`src/tcc_pkg.sv`:
```
package tcc_pkg;

  // screen geometry
  localparam int COLUMNS = 80;
  localparam int ROWS    = 25;
  localparam int CELLS   = ROWS * COLUMNS;

  localparam int ColW  = $clog2(COLUMNS);
  localparam int RowW  = $clog2(ROWS);
  localparam int AddrW = $clog2(CELLS);

  // fixed field widths
  localparam int PosW  = 11;
  localparam int CellW = 16;

  // first cell of the last row and last destination cell of a scroll copy
  localparam int FillStart  = (ROWS - 1) * COLUMNS;
  localparam int ScrollLast = (ROWS - 1) * COLUMNS - 1;

  localparam logic [CellW-1:0] BLANK_CELL = 16'h0F20;

  // control codes
  localparam logic [7:0] CH_BS       = 8'h08;
  localparam logic [7:0] CH_TAB      = 8'h09;
  localparam logic [7:0] CH_LF       = 8'h0A;
  localparam logic [7:0] CH_CR       = 8'h0D;
  localparam logic [7:0] CH_PRINT_LO = 8'h20;
  localparam logic [7:0] CH_PRINT_HI = 8'h7F;

  typedef enum logic [1:0] {
    FUNC_PUT   = 2'd0,
    FUNC_CLEAR = 2'd1,
    FUNC_READ  = 2'd2,
    FUNC_NOP   = 2'd3
  } func_e;

  typedef enum logic [2:0] {
    ST_IDLE,
    ST_EXEC,
    ST_SCROLL,
    ST_FILL,
    ST_RDWAIT,
    ST_DONE
  } state_e;

  typedef struct packed {
    func_e       func;
    logic [7:0]  char_code;
    logic [3:0]  bg_color;
    logic [3:0]  fg_color;
    logic [10:0] cell_index;
  } cmd_t;

  typedef struct packed {
    logic [PosW-1:0]  cursor_pos;
    logic [CellW-1:0] cell_data;
    logic             scrolled;
  } result_t;

  // cursor update for one put-char
  typedef struct packed {
    logic            store;
    logic [ColW-1:0] col;
    logic [RowW-1:0] row;
    logic            scroll;
  } step_t;

endpackage

```
`src/tcc_cursor.sv`:
```
module tcc_cursor (
  input  logic [7:0]                char_i,
  input  logic [tcc_pkg::ColW-1:0]  col_i,
  input  logic [tcc_pkg::RowW-1:0]  row_i,
  output tcc_pkg::step_t            step_o
);
  import tcc_pkg::*;

  logic [ColW:0] col_n;
  logic [RowW:0] row_n;
  logic          store;

  // control codes, printable store and wrap
  always_comb begin
    col_n = {1'b0, col_i};
    row_n = {1'b0, row_i};
    store = 1'b0;
    unique case (char_i)
      CH_BS: begin
        if (col_i != '0) col_n = col_n - (ColW+1)'(1);
      end
      CH_TAB: begin
        col_n = col_n + (ColW+1)'(8);
        col_n[2:0] = 3'b000;
      end
      CH_CR: begin
        col_n = '0;
      end
      CH_LF: begin
        col_n = '0;
        row_n = row_n + (RowW+1)'(1);
      end
      default: begin
        if (char_i >= CH_PRINT_LO && char_i <= CH_PRINT_HI) begin
          store = 1'b1;
          col_n = col_n + (ColW+1)'(1);
        end
      end
    endcase
    if (32'(col_n) >= COLUMNS) begin
      col_n = '0;
      row_n = row_n + (RowW+1)'(1);
    end
  end

  assign step_o.store  = store;
  assign step_o.col    = col_n[ColW-1:0];
  assign step_o.row    = row_n[RowW-1:0];
  assign step_o.scroll = (32'(row_n) >= ROWS);

endmodule

```
`config.mk`:
```
export PLATFORM = sky130hd
export DESIGN_NAME = tcc_cursor
export DESIGN_NICKNAME = d
export VERILOG_FILES = /design/src/tcc_pkg.sv /design/src/tcc_cursor.sv
export SDC_FILE = /design/constraint.sdc
export NUM_CORES = 1
export LEC_CHECK = 0
export BUFFER_PORTS_ARGS = -buffer_cell sky130_fd_sc_hd__buf_4
export CORE_AREA = 2 2 56 58
export DETAILED_ROUTE_END_ITERATION = 8
export DIE_AREA = 0 0 58 60
export GPL_ROUTABILITY_DRIVEN = 0
export PLACE_DENSITY_LB_ADDON = 0.15
export SLEW_MARGIN = 20
export SYNTH_ARGS = -nofsm -noshare
export SYNTH_HDL_FRONTEND = slang
export SYNTH_SLANG_ARGS = --single-unit
export TNS_END_PERCENT = 20
```
`constraint.sdc`:
```
create_clock -name vclk -period 5.5
set_input_delay 0.55 -clock vclk [all_inputs]
set_output_delay 0.55 -clock vclk [all_outputs]
set_load 0.02 [all_outputs]
```
==> flow_summary_export.csv <==
group,metric,value,unit
synth,synth_top_cells_by_area,"ha_1 8.0%, nor2_1 6.2%, nand2_1 5.8%",
timing,rsz_0062_raised_after_global_routing,"no",
synth,synth_cells,171,
floorplan,initial_core_util,37.84,%
floorplan,design.die.area,0.003480,mm²
floorplan,io_pins,34,
global_route,grt.total_usage,17.53,%
timing,timing.fmax,0.2456,GHz
synth,netlist.area_leader.share,7.973,%
synth,ys_warn_count,0,
power_and_ir_drop,largest_voltage_drop_on_the_vdd_net,0.03699,mV
final_layout,area.growth.synth_to_final,23.01,%
worst_setup_path,setup.worst_path.end_class,"primary output",
placed_design,count_of_placed_standard_cells_including_taps,229,
hold_path,hold_path_class,"in -> out",
final_layout,nFillCells,314,
final_layout,register_area,0,µm²
final_layout,number_of_non_filler_instances_in_the_completed_layout,229,
clock_network,ctsHoldBuffers,0,
status,status,"complete, no violations",
synth,netlist-cell-type-count,50,
timing,hold_ws,1.464,ns
final_layout,design.final.nets,225,
floorplan,die_w,58,µm
placed_design,placedInstanceArea,0.001351,mm²
placed_design,numPortBuffers,34,
detailed_routing,drt_drc_violations_left,0,
worst_setup_path,start_kind,"primary input",
final_layout,fin_util,46.55,%
synth,post_synth.cell_area_avg,6.424,µm²
worst_setup_path,worst_ep_required_time,4.95,ns
power_and_ir_drop,power_density,76.92,mW/mm²
clock_network,postCtsResizedCells,0,
timing,final-max-slew-violation-count,0,
detailed_routing,dr_total_vias,1366,
global_route,grt_overflow_total,0,
clock_network,post_cts.repair.setup_buffers,0,
timing,setup_viol,0,
final_layout,final_design_area_no_fill,0.001351,mm²
final_layout,seq_cell_count,0,
synth,synth_commonest_cells,"18 x nor2_1, 17 x nand2_1, 11 x nor3_1, 10 x inv_1, 9 x nand3_1",
worst_setup_path,timing.critical_path.fanout_max,8,
global_route,grt_first_pass_wirelength,5.023,mm
timing,timing_worst_slew_pin_value,0.6458,ns
floorplan,rows,20,
detailed_routing,post_drt_via_cell_ratio,5.965,
placed_design,dp_hpwl,2.570,mm
detailed_routing,routed_wl,3.200,mm
synth,synth.most_common_cell,"nor2_1",
detailed_routing,drt_first_pass_iters,4,
final_layout,count_of_antenna_diodes_in_the_layout,0,
worst_setup_path,cp_data_arrival_time,3.52,ns
timing,fin_setup_tns,0,ns
detailed_routing,drtAntennaViolNets,0,
timing,period_minus_slack,4.072,ns
final_layout,drive_above_1_share,23.47,%
final_layout,clockBufferCount,0,
synth,synth_seq_area_share,0,%
timing,final_min_period_over_clock_period,74.04,%
worst_setup_path,critical_path_class,"in -> out",
synth,yosysTopAreaCell,"ha_1",
synth,syn_area,0.001099,mm²
timing,worst_slew_margin_relative_to_its_limit,56.86,%
global_route,initial_antenna_violation_count,0,
global_route,vias_in_the_first_global_route,1129,
detailed_routing,drt-wirelength-per-cell,13.97,µm
power_and_ir_drop,cellLeakagePower,0.0005436,µW
floorplan,chipHeight,60,µm
job,max_cap_viol_count,0,
synth,syn-num-nets,198,
timing,hold_viol,0,
floorplan,core_region_area,0.002903,mm²
global_route,grt_max_degree,13,
detailed_routing,drtIter0Drc,52,
[area by class of cell]
class	instances	area, µm²	share of cell area (%)
Inverter	10	37.54	2.778
Multi-Input combinational cell	152	1017	75.28
Tap cell	33	41.29	3.056
Timing Repair Buffer	34	255.2	18.89
[layer usage]
metal | track usage, % | part of all wire (%) | up-vias
met1 | 25.61 | 48 | 620
met2 | 30.84 | 47 | 43
met3 | 0 | 4.6 | 0
li1 | - | - | 703
met5 | 0 | 0 | -
met4 | 0 | 0 | 0
[cell usage in the layout, fill, tap and decap left out, types with 3 or more instances in the layout]
cell,n
buf_4,34
nor2_1,18
nand2_1,17
nor3_1,11
inv_1,10
nand3_1,9
a21oi_1,8
ha_1,7
or2_2,6
o21ai_0,6
xor2_1,5
nor2b_1,4
or4b_1,3
xnor2_1,3
o31ai_1,3
mux2i_1,3
a211oi_1,3
a311oi_1,3
a221oi_1,3
nand4b_1,3
[worst max-delay path, stage by stage]
cell and delay [ns]:
buf_4 0.12, or4b_1 0.66, or2_2 0.38, nand2_1 0.08, nand2_1 0.09, ha_1 0.28
nand4b_1 0.12, nor2_1 0.05, nor4_1 0.49, or2_2 0.21, nor3_1 0.04, a311oi_1 0.27
buf_4 0.19
[path summary, 6_finish.rpt]
check | start | end | slack [ns] | depth (start not counted)
setup / recovery | char_i[7] | step_o[5] | 1.43 | 13
hold / removal | col_i[2] | step_o[8] | 1.46 | 3
[kinds of logic after synthesis]
kind of cell,count (synthesis),share of synthesized area (%)
AOI/OAI and AO/OA,46,31.32
adders and majority gates,7,7.972
muxes,4,4.100
and+or+nand+nor,87,42.82
buffers and inverters,19,7.402
xor gates and xnor gates,8,6.378
[power by group]
| group | total, µW | switching [µW] | internal (µW) |
|---|---|---|---|
| sequential | 0 | 0 | 0 |
| combinational | 104 | 58.8 | 45.2 |
| clock | 0 | 0 | 0 |
[stage by stage]
| stage | setup slack (ns) | power (µW) |
|---|---|---|
| 6_report | 1.428 | 103.9 |
| 4_1_cts | 1.447 | 103.9 |
| 3_5_place_dp | 1.440 | 103.5 |
| 5_1_grt | 1.309 | 112.9 |
| 3_3_place_gp | 1.505 | 101.9 |
| 2_1_floorplan | 1.615 | 62.63 |
Power figures use the tool's default switching activity.
